==> src/design/lfu_pkg.sv <==
// ----------------------------------------------------------------------------
// lfu_pkg
// Shared types, sizes and helpers for the LFU key/value store.
// ----------------------------------------------------------------------------
package lfu_pkg;

  // storage sizes
  localparam int MAX_ENTRIES = 16;
  localparam int COUNT_BITS  = 16;
  localparam int WORD_W      = 32;
  localparam int CAP_W       = 5;
  localparam int IDX_W       = (MAX_ENTRIES > 1) ? $clog2(MAX_ENTRIES) : 1;
  localparam int ENTRY_CNT_W = $clog2(MAX_ENTRIES + 1);

  // configuration port
  localparam int CFG_ADDR_W   = 3;
  localparam int CFG_DATA_W   = 32;
  localparam int CFG_REG_IDX_W = CFG_ADDR_W - 2;
  localparam logic [CFG_REG_IDX_W-1:0] REG_CAPACITY = '0;
  localparam logic [CAP_W-1:0] CAPACITY_RESET = CAP_W'(16);

  // commands
  localparam logic CMD_GET = 1'b0;
  localparam logic CMD_PUT = 1'b1;

  // request and result payloads
  typedef struct packed {
    logic                     command;
    logic signed [WORD_W-1:0] lookup_key;
    logic signed [WORD_W-1:0] write_value;
  } in_item_t;

  typedef struct packed {
    logic                     hit;
    logic signed [WORD_W-1:0] read_value;
  } out_item_t;

  // write port of the entry store
  typedef struct packed {
    logic                  we_key;
    logic                  we_val;
    logic                  we_cnt;
    logic [IDX_W-1:0]      addr;
    logic [WORD_W-1:0]     key;
    logic [WORD_W-1:0]     val;
    logic [COUNT_BITS-1:0] cnt;
  } store_wr_t;

  // result of the shared compare unit
  typedef struct packed {
    logic                  key_eq;
    logic                  cnt_lt;
    logic [COUNT_BITS-1:0] cnt_inc;
  } cmp_res_t;

  // capacity as used: zero acts as one, large values clamp to the store size
  function automatic logic [ENTRY_CNT_W-1:0] eff_cap(input logic [CAP_W-1:0] c);
    if (c == '0) begin
      return ENTRY_CNT_W'(1);
    end
    if (32'(c) > MAX_ENTRIES) begin
      return ENTRY_CNT_W'(MAX_ENTRIES);
    end
    return ENTRY_CNT_W'(c);
  endfunction

endpackage

==> src/design/lfu_cache_replacement.sv <==
// ----------------------------------------------------------------------------
// lfu_cache_replacement
// Fully associative key/value store with least-frequently-used eviction.
// ----------------------------------------------------------------------------
// A request on in_ is a get (look up a key) or a put (store a value under a
// key). Each request gives one result on out_: hit, and the stored value on
// a get hit, all ones on a get miss, zero for a put.
// One request is handled at a time: in_ready is high only when the sequencer
// is idle. A shared compare unit steps through the entries one per cycle,
// matching the key and tracking the least-used, oldest entry. A hit then
// bumps its use count, and on a put writes the value; a put miss on a full
// store moves each later entry down one slot, one per cycle, before the
// append. Latency from acceptance to out_valid grows with the number of
// entries held; the entry scan and the compaction set it.
// The next request can be taken in the same cycle as out_valid rises.
// The result sits in an output register; while the receiver stalls the
// next request is still taken and worked on, and the sequencer waits only
// if it finishes before the earlier result has gone.
// Reset empties the store and sets capacity to sixteen; entry arrays are
// not cleared, as only filled slots are ever read. Writing capacity on the
// cfg_ port also empties the store.
// ----------------------------------------------------------------------------
module lfu_cache_replacement (
  input  logic                              clk,
  input  logic                              rst_n,
  input  logic                              in_valid,
  output logic                              in_ready,
  input  lfu_pkg::in_item_t                 in_item,
  output logic                              out_valid,
  input  logic                              out_ready,
  output lfu_pkg::out_item_t                out_item,
  input  logic                              cfg_psel,
  input  logic                              cfg_penable,
  input  logic                              cfg_pwrite,
  input  logic [lfu_pkg::CFG_ADDR_W-1:0]    cfg_paddr,
  input  logic [lfu_pkg::CFG_DATA_W-1:0]    cfg_pwdata,
  output logic [lfu_pkg::CFG_DATA_W-1:0]    cfg_prdata,
  output logic                              cfg_pready
);
  import lfu_pkg::*;

  localparam logic [2:0] ST_IDLE   = 3'd0;
  localparam logic [2:0] ST_SCAN   = 3'd1;
  localparam logic [2:0] ST_HIT    = 3'd2;
  localparam logic [2:0] ST_MISS   = 3'd3;
  localparam logic [2:0] ST_SHIFT  = 3'd4;
  localparam logic [2:0] ST_APPEND = 3'd5;
  localparam logic [2:0] ST_RESP   = 3'd6;

  logic [2:0]             state_r, state_nxt;
  logic                   cmd_r, cmd_nxt;
  logic [WORD_W-1:0]      key_r, key_nxt;
  logic [WORD_W-1:0]      val_r, val_nxt;
  logic [IDX_W-1:0]       idx_r, idx_nxt;
  logic [IDX_W-1:0]       victim_r, victim_nxt;
  logic [COUNT_BITS-1:0]  min_r, min_nxt;
  logic [ENTRY_CNT_W-1:0] count_r, count_nxt;
  logic [CAP_W-1:0]       cap_r;
  out_item_t              res_r, res_nxt;
  logic                   out_valid_r;
  out_item_t              out_r;

  logic                   cfg_wr;
  logic                   in_acc;
  logic                   res_load;
  logic [IDX_W-1:0]       raddr;
  logic [WORD_W-1:0]      rd_key;
  logic [WORD_W-1:0]      rd_val;
  logic [COUNT_BITS-1:0]  rd_cnt;
  logic [ENTRY_CNT_W-1:0] idx_next_cnt;
  store_wr_t              wr;
  cmp_res_t               cmp;

  // configuration port
  assign cfg_pready = 1'b1;
  assign cfg_wr = cfg_psel && cfg_penable && cfg_pwrite &&
                  (cfg_paddr[CFG_ADDR_W-1:2] == REG_CAPACITY);
  assign cfg_prdata = (cfg_paddr[CFG_ADDR_W-1:2] == REG_CAPACITY) ?
                      CFG_DATA_W'(cap_r) : '0;

  always_ff @(posedge clk) begin
    if (!rst_n) begin
      cap_r <= CAPACITY_RESET;
    end else if (cfg_wr) begin
      cap_r <= cfg_pwdata[CAP_W-1:0];
    end
  end

  // handshakes
  assign in_ready  = (state_r == ST_IDLE);
  assign in_acc    = in_valid && in_ready;
  assign res_load  = (state_r == ST_RESP) && (!out_valid_r || out_ready);
  assign out_valid = out_valid_r;
  assign out_item  = out_r;

  // entry store and shared compare unit
  assign idx_next_cnt = ENTRY_CNT_W'(idx_r) + ENTRY_CNT_W'(1);
  assign raddr = (state_r == ST_SHIFT) ? idx_next_cnt[IDX_W-1:0] : idx_r;

  lfu_store u_store (
    .clk    (clk),
    .wr     (wr),
    .raddr  (raddr),
    .rd_key (rd_key),
    .rd_val (rd_val),
    .rd_cnt (rd_cnt)
  );

  lfu_cmp_unit u_cmp (
    .key_a (rd_key),
    .key_b (key_r),
    .cnt_a (rd_cnt),
    .cnt_b (min_r),
    .res   (cmp)
  );

  // sequencer
  always_comb begin
    state_nxt  = state_r;
    cmd_nxt    = cmd_r;
    key_nxt    = key_r;
    val_nxt    = val_r;
    idx_nxt    = idx_r;
    victim_nxt = victim_r;
    min_nxt    = min_r;
    count_nxt  = count_r;
    res_nxt    = res_r;
    wr         = '0;
    wr.addr    = idx_r;
    wr.key     = rd_key;
    wr.val     = rd_val;
    wr.cnt     = rd_cnt;
    unique case (state_r)
      ST_IDLE: begin
        if (in_acc) begin
          cmd_nxt    = in_item.command;
          key_nxt    = in_item.lookup_key;
          val_nxt    = in_item.write_value;
          idx_nxt    = '0;
          victim_nxt = '0;
          min_nxt    = '1;
          state_nxt  = (count_r == '0) ? ST_MISS : ST_SCAN;
        end
      end
      ST_SCAN: begin
        if (cmp.key_eq) begin
          state_nxt = ST_HIT;
        end else begin
          // strict less-than keeps the oldest among equal counts
          if (cmp.cnt_lt) begin
            victim_nxt = idx_r;
            min_nxt    = rd_cnt;
          end
          if (idx_next_cnt == count_r) begin
            state_nxt = ST_MISS;
          end else begin
            idx_nxt = idx_next_cnt[IDX_W-1:0];
          end
        end
      end
      ST_HIT: begin
        wr.we_cnt = 1'b1;
        wr.cnt    = cmp.cnt_inc;
        res_nxt.hit = 1'b1;
        if (cmd_r == CMD_PUT) begin
          wr.we_val = 1'b1;
          wr.val    = val_r;
          res_nxt.read_value = '0;
        end else begin
          res_nxt.read_value = rd_val;
        end
        state_nxt = ST_RESP;
      end
      ST_MISS: begin
        res_nxt.hit = 1'b0;
        if (cmd_r == CMD_GET) begin
          res_nxt.read_value = '1;
          state_nxt = ST_RESP;
        end else if (count_r >= eff_cap(cap_r)) begin
          idx_nxt   = victim_r;
          state_nxt = ST_SHIFT;
        end else begin
          state_nxt = ST_APPEND;
        end
      end
      ST_SHIFT: begin
        // later entries close the gap left by the victim
        if (idx_next_cnt < count_r) begin
          wr.we_key = 1'b1;
          wr.we_val = 1'b1;
          wr.we_cnt = 1'b1;
          idx_nxt   = idx_next_cnt[IDX_W-1:0];
        end else begin
          count_nxt = count_r - ENTRY_CNT_W'(1);
          state_nxt = ST_APPEND;
        end
      end
      ST_APPEND: begin
        wr.we_key = 1'b1;
        wr.we_val = 1'b1;
        wr.we_cnt = 1'b1;
        wr.addr   = count_r[IDX_W-1:0];
        wr.key    = key_r;
        wr.val    = val_r;
        wr.cnt    = COUNT_BITS'(1);
        count_nxt = count_r + ENTRY_CNT_W'(1);
        res_nxt.hit        = 1'b0;
        res_nxt.read_value = '0;
        state_nxt = ST_RESP;
      end
      ST_RESP: begin
        if (res_load) begin
          state_nxt = ST_IDLE;
        end
      end
      default: begin
        state_nxt = ST_IDLE;
      end
    endcase
    // a capacity write empties the store
    if (cfg_wr) begin
      count_nxt = '0;
    end
  end

  // control registers
  always_ff @(posedge clk) begin
    if (!rst_n) begin
      state_r     <= ST_IDLE;
      count_r     <= '0;
      out_valid_r <= 1'b0;
    end else begin
      state_r <= state_nxt;
      count_r <= count_nxt;
      if (res_load) begin
        out_valid_r <= 1'b1;
      end else if (out_ready) begin
        out_valid_r <= 1'b0;
      end
    end
  end

  // request and result payload registers
  always_ff @(posedge clk) begin
    cmd_r    <= cmd_nxt;
    key_r    <= key_nxt;
    val_r    <= val_nxt;
    idx_r    <= idx_nxt;
    victim_r <= victim_nxt;
    min_r    <= min_nxt;
    res_r    <= res_nxt;
    if (res_load) begin
      out_r <= res_r;
    end
  end

endmodule

==> src/design/lfu_store.sv <==
// ----------------------------------------------------------------------------
// lfu_store
// Entry arrays for keys, values and use counts, one write and one read port.
// ----------------------------------------------------------------------------
module lfu_store (
  input  logic                          clk,
  input  lfu_pkg::store_wr_t            wr,
  input  logic [lfu_pkg::IDX_W-1:0]     raddr,
  output logic [lfu_pkg::WORD_W-1:0]    rd_key,
  output logic [lfu_pkg::WORD_W-1:0]    rd_val,
  output logic [lfu_pkg::COUNT_BITS-1:0] rd_cnt
);
  import lfu_pkg::*;

  logic [WORD_W-1:0]     keys_r [MAX_ENTRIES];
  logic [WORD_W-1:0]     vals_r [MAX_ENTRIES];
  logic [COUNT_BITS-1:0] cnts_r [MAX_ENTRIES];

  // per-field write enables
  always_ff @(posedge clk) begin
    if (wr.we_key) begin
      keys_r[wr.addr] <= wr.key;
    end
    if (wr.we_val) begin
      vals_r[wr.addr] <= wr.val;
    end
    if (wr.we_cnt) begin
      cnts_r[wr.addr] <= wr.cnt;
    end
  end

  // single read pointer
  assign rd_key = keys_r[raddr];
  assign rd_val = vals_r[raddr];
  assign rd_cnt = cnts_r[raddr];

endmodule

==> src/design/lfu_cmp_unit.sv <==
// ----------------------------------------------------------------------------
// lfu_cmp_unit
// Shared compare unit: key match, use count less-than and saturating bump.
// ----------------------------------------------------------------------------
module lfu_cmp_unit (
  input  logic [lfu_pkg::WORD_W-1:0]     key_a,
  input  logic [lfu_pkg::WORD_W-1:0]     key_b,
  input  logic [lfu_pkg::COUNT_BITS-1:0] cnt_a,
  input  logic [lfu_pkg::COUNT_BITS-1:0] cnt_b,
  output lfu_pkg::cmp_res_t              res
);
  import lfu_pkg::*;

  // compares
  assign res.key_eq = (key_a == key_b);
  assign res.cnt_lt = (cnt_a < cnt_b);

  // count stays put once at its maximum
  assign res.cnt_inc = (&cnt_a) ? cnt_a : cnt_a + COUNT_BITS'(1);

endmodule

==> config.mk <==
export PLATFORM = sky130hd
export DESIGN_NAME = lfu_cache_replacement
export DESIGN_NICKNAME = d
export VERILOG_FILES = /design/src/design/lfu_pkg.sv /design/src/design/lfu_cache_replacement.sv /design/src/design/lfu_store.sv /design/src/design/lfu_cmp_unit.sv
export SDC_FILE = /design/constraint.sdc
export NUM_CORES = 2
export LEC_CHECK = 0
export ABC_AREA = 1
export BUFFER_PORTS_ARGS = -buffer_cell sky130_fd_sc_hd__clkbuf_2
export CORE_MARGIN = 3
export CORE_UTILIZATION = 60
export CTS_BUF_LIST = sky130_fd_sc_hd__clkbuf_16
export DETAILED_ROUTE_END_ITERATION = 16
export PLACE_DENSITY = 0.86
export SLEW_MARGIN = 20
export SYNTH_ARGS = -nofsm -noshare
export SYNTH_HDL_FRONTEND = slang
export SYNTH_HIERARCHICAL = 1
export SYNTH_SLANG_ARGS = --single-unit
==> constraint.sdc <==
create_clock -name clk -period 14.95 [get_ports clk]
set_clock_uncertainty 0.1 [all_clocks]
set_input_delay 2.99 -clock clk [delete_from_list [all_inputs] [get_ports clk]]
set_output_delay 2.99 -clock clk [all_outputs]
set_load 0.05 [all_outputs]
# Yosys cells after proc, flatten, opt, wreduce, memory -nomap -nowiden
# Memories as Yosys holds them, arrays and structs flattened.
# Cells that the tools add are included.
[totals] out_inout_bits=68 ram_bits=1280 word_cells=129 register_bits=169 n_memories=3 inputBits=107
[mem_list] memory="u_store.keys_r" depth=16 word_bits=32 read_ports=1 rd_ports_with_merged_regs=0 write_ports=1 line="lfu_store.sv:15" text="logic [WORD_W-1:0] keys_r [MAX_ENTRIES];"
[mem_list] memory="u_store.vals_r" depth=16 word_bits=32 read_ports=1 rd_ports_with_merged_regs=0 write_ports=1 line="lfu_store.sv:16" text="logic [WORD_W-1:0] vals_r [MAX_ENTRIES];"
[mem_list] memory="u_store.cnts_r" depth=16 word_bits=16 read_ports=1 rd_ports_with_merged_regs=0 write_ports=1 line="lfu_store.sv:17" text="logic [COUNT_BITS-1:0] cnts_r [MAX_ENTRIES];"
[classes] n_addsub=4 reduce_logical=24 n_mux=59 order_cmp=4 eq_ne=19 n_bitwise=2
[op_table] operator="case mux 33 bit (3 select lines)" count=1
[op_table] operator="two-way mux 32 bit" count=3
[op_table] operator="case mux 48 bit (2 select lines)" count=1
[op_table] operator="two-way mux 16 bit" count=4
[op_table] operator="two-way mux 5 bit" count=8
[op_table] operator="two-way mux 36 bit" count=1
[op_table] operator="two-way mux 4 bit" count=9
[op_table] operator="equality test 32 bit" count=1
[op_table] operator="case mux 16 bit (2 select lines)" count=1
[op_table] operator="two-way mux 3 bit" count=6
[op_table] operator="case mux 3 bit (6 select lines)" count=1
[op_table] operator="two-way mux 1 bit" count=17
[op_table] operator="adder 16 x 1 -> 16 bit (second input constant)" count=1
[op_table] operator="< comparator 16 bit" count=1
[op_table] operator="!= test 2 bit (second input constant)" count=8
[op_table] operator="case mux 4 bit (4 select lines)" count=1
[op_table] operator="AND reduction 16 bit" count=1
[op_table] operator="zero test 5 bit" count=2
[op_table] operator="case mux 5 bit (2 select lines)" count=1
[op_table] operator="equality test 3 bit (second input constant)" count=3
[op_table] operator="case mux 4 bit (2 select lines)" count=1
[op_table] operator="AND reduction 4 bit" count=2
[op_table] operator="AND reduction 7 bit" count=1
[op_table] operator="equality test 3 x 2 -> 1 bit (second input constant)" count=2
[op_table] operator="23 further kinds" count=35

# Longest topological paths before layout
[depth] word_depth=15 ltp_mapped=26 depth_no_buf=24

# Cells and area by module
# The synthesis kept the hierarchy.
[by_module_without_submodules] module="lfu_store" instances=1 area_each_um2=54773.8 seq_area_each_um2=38436.9 cells_each=5232
[by_module_without_submodules] module="lfu_cache_replacement" instances=1 area_each_um2=7616.1 seq_area_each_um2=4934.7 cells_each=734
[by_module_without_submodules] module="lfu_cmp_unit" instances=1 area_each_um2=1315.0 seq_area_each_um2=0.0 cells_each=224

# Worst setup path after synthesis
# Ideal clock, no wire load.
[synth_path] kind="in2reg" start="in in_valid" end="reg cmd_r, enable pin" slack_ns=6.840 required_time_ns=14.282 stages=2 n_path_buf=0 arrival_ns=7.442 setup_ns=0.568 path_cell_list="inv_1 nor3_1"
[synth_via] elab_chain_len=2
[synth_rtl] item="start, declared" line="lfu_cache_replacement.sv:26" text="input logic in_valid,"
[synth_rtl] item="logical AND 1 bit" line="lfu_cache_replacement.sv:91" text="assign in_acc = in_valid && in_ready;"
[synth_rtl] item="AND reduction 2 bit (no source line)"
[synth_rtl] item="end signal, assigned" line="lfu_cache_replacement.sv:245" text="cmd_r <= cmd_nxt;"
[synth_rtl] item="end, declared" line="lfu_cache_replacement.sv:51" text="logic cmd_r, cmd_nxt;"
# No other way between the ends.
# A chain may end at the register's enable or synchronous reset.

==> results_dict.tcl <==
set metrics [dict create \
    status "complete, no violations" \
    synthCells 6190 \
    fp.dieH_um 331.8 \
    yosysWarnings 6 \
    cts_setup_buffers 0 \
    vias 45230 \
    dp_cells 7488 \
    rsz0062_at_grt "no" \
    clkTransAtPathRegs_ps 70 \
    fp.coreArea_sq_um 104400 \
    yosysTopAreaCellShare 0.6764 \
    ctsResizeCount 0 \
    cts_num_sinks 1449 \
    placementRows 118 \
    fin_tns_setup_ps 0 \
    rrSetupSlack_ps 8160 \
    end_kind "flip-flop" \
    vias_per_cell 5.839 \
    tightest_slew_ps 1276 \
    crit_fanout 217 \
    relSlewSlack 0.1494 \
    whs_endpoint "out_item[1]" \
    seq_area_frac_synth 0.6808 \
    cts-buffers-inserted 143 \
    wl_per_cell_um 20.97 \
    cts-root-buf "clkbuf_16" \
    synth_area_sq_um 63700 \
    clk_latency_ps 770 \
    worstSetupPathType "flip-flop to flip-flop" \
    setup_viol 0 \
    reg2regPathDepth 21 \
    overflow 0 \
    cts_hold_buf 0 \
    worstHoldPathType "flip-flop to flip-flop" \
    hp-start "res_r[1]" \
    drtAntennaViolNets 0 \
    antenna_found_initial 4 \
    firstDrtPassIters 9 \
    ys_types 41 \
    hold_path_depth 0 \
    ys_seq_elements 1449 \
    required_ps 15270 \
    arrival_ps 7110 \
    synth-edff-count 1435 \
    drt_iter0_drc 6820 \
    yosys-top-cells-area "edfxtp_1 (68%), nand2_1 (11%), nand3_1 (7.7%), inv_1 (6.4%), buf_2 (1.7%)" \
    pin_count 175 \
    wirelength_um 162400 \
    grt_pass1_vias 44760 \
    ys.flop_type "edfxtp_1" \
    place_congestion 0.8424 \
    fin_crit_sh 0.4541 \
    htreeDepth 4 \
    layoutNonFillerInstCount 7745 \
    holdWs_ps 307.8 \
    cts_tree "yes" \
    fp.dieW_um 331.8 \
    clock_path_buffers 3 \
    r2r_start "state_r[1]" \
    fmax_ghz 0.1473 \
    grt_usage 0.2873 \
    die-area_sq_um 110100 \
    startpoint_type "flip-flop" \
    hold_viol 0 \
    yosys.area.top_type "edfxtp_1" \
    cap_violations 0 \
    grt_pass1_wl_um 244100 \
    min_period_ps 6788 \
    async_flop_share 0 \
    drcViolationCount 0 \
    grt_max_degree 226 \
    synthToLayoutAreaGrowth_pct 10.11 \
    port-buffer-count 117 \
    dp.final_hpwl_um 80410 \
    avgSynthCellArea_sq_um 10.29 \
    initial_core_util 0.6103 \
    rr_endpoint "min_r[12]" \
    final_util 0.6720 \
    slew_violations 0 \
    num-nets-final 6394 \
    layout-drive-gt1-share 0.07935 \
]
[worst max-delay path, cell delays in order (launching register included)]
cell and delay (ps):
dfxtp_1 390, nor2_1 270, nand2_2 230, xor2_4 260, buf_4 600, buf_12 660, buf_4 720, buf_4 680
nand2_1 180, nand3_1 130, nand3_1 90, nand3_1 110, nand2_1 250, ha_1 420, a21oi_1 150, o21ai_0 90
nand2_1 70, nand3_1 70, a21oi_1 290, a21oi_1 130, nor2_1 140, buf_4 310
[stage by stage]
| step | area, sq um | worst slack [ps] |
|---|---|---|
| after global placement | 65610 | 8363 |
| after CTS | 70080 | 8172 |
| final | 70140 | 8162 |
| after floorplan | 63800 | 6840 |
| after global routing | 70140 | 7723 |
| after detailed placement | 65610 | 8311 |
[registers in the layout (all words and copies together), names as in the netlist, 5 cells and up]
name / flops
val_r: 32
out_item: 33
res_r: 33
u_store/cnts_r: 256
cap_r: 5
u_store/vals_r: 512
min_r: 16
u_store/keys_r: 512
key_r: 32
count_r: 5
[worst max path at each step]
stage,startpoint,end,cells after the start
after global routing,state_r[1],min_r[11],21
final,state_r[1],min_r[12],21
after floorplan,in_valid,cmd_r,2
after global placement,cfg_paddr[2],cfg_prdata[3],3
after detailed placement,cfg_paddr[2],cfg_prdata[1],3
after CTS,state_r[1],min_r[8],21
[cells in the final DEF, fill, tap and decap left out, drive strengths merged]
cell type | netlist | layout
nand2 | 1946 | 1946
edfxtp | 1435 | 1435
inv | 1101 | 1133
nand3 | 995 | 995
clkbuf | 51 | 263
nor2 | 152 | 152
buf | 272 | 100
clkinv | 0 | 61
a21oi | 56 | 56
o21ai | 55 | 55
xor2 | 35 | 35
ha | 30 | 30
conb | 2 | 28
o31ai | 15 | 15
dfxtp | 14 | 14
nor3 | 11 | 11
bufinv | 0 | 10
nand4 | 7 | 7
clkinvlp | 0 | 5
xnor2 | 3 | 3
or2 | 2 | 2
diode | 0 | 1
a32o | 1 | 1
o22ai | 1 | 1
and3 | 1 | 1
a21boi | 1 | 1
o211ai | 1 | 1
fa | 1 | 1
or3 | 1 | 1
o21a | 1 | 1
[synthesized netlist by cell type (14+ instances only)]
library cell / count
nand2_1: 1937
edfxtp_1: 1435
inv_1: 1091
nand3_1: 986
buf_2: 211
nor2_1: 148
a21oi_1: 55
o21ai_0: 52
clkbuf_1: 50
buf_4: 43
xor2_1: 35
ha_1: 30
buf_1: 17
o31ai_1: 15
dfxtp_1: 14
[logic make-up (layout without fill, tap and decap cells)]
family                     Yosys count  after routing  synth area share
other                                2             29         0.0001179
xor gates and xnor gates            38             38          0.005224
DFF                               1449           1449            0.6808
adders and majority gates           31             31          0.006206
AOI/OAI and AO/OA                  131            131           0.01127
and+or+nand+nor                   3115           3115            0.2056
buffers and inverters             1424           1572           0.09072
[layer usage]
| metal | global-route usage | part of all wire | vias up |
|---|---|---|---|
| li1 | - | - | 20080 |
| met1 | 0.3547 | 0.33 | 20910 |
| met2 | 0.4772 | 0.48 | 3518 |
| met3 | 0.05800 | 0.13 | 723 |
| met4 | 0.1597 | 0.055 | 0 |
| met5 | 0 | 0 | - |
[area by class of cell]
class,count,area [sq um]
diodes,1,2.502
clock buffers,145,3628
clock inverters,108,843.3
fillers,6628,34240
inverters,1101,4155
multi-input cells,3343,15010
flip-flops and latches,1449,43370
well taps,1380,1727
repair buffers,218,1401
Power is not shown: default switching activity piles up to over one toggle a cycle in this logic, so the estimate is an artifact.
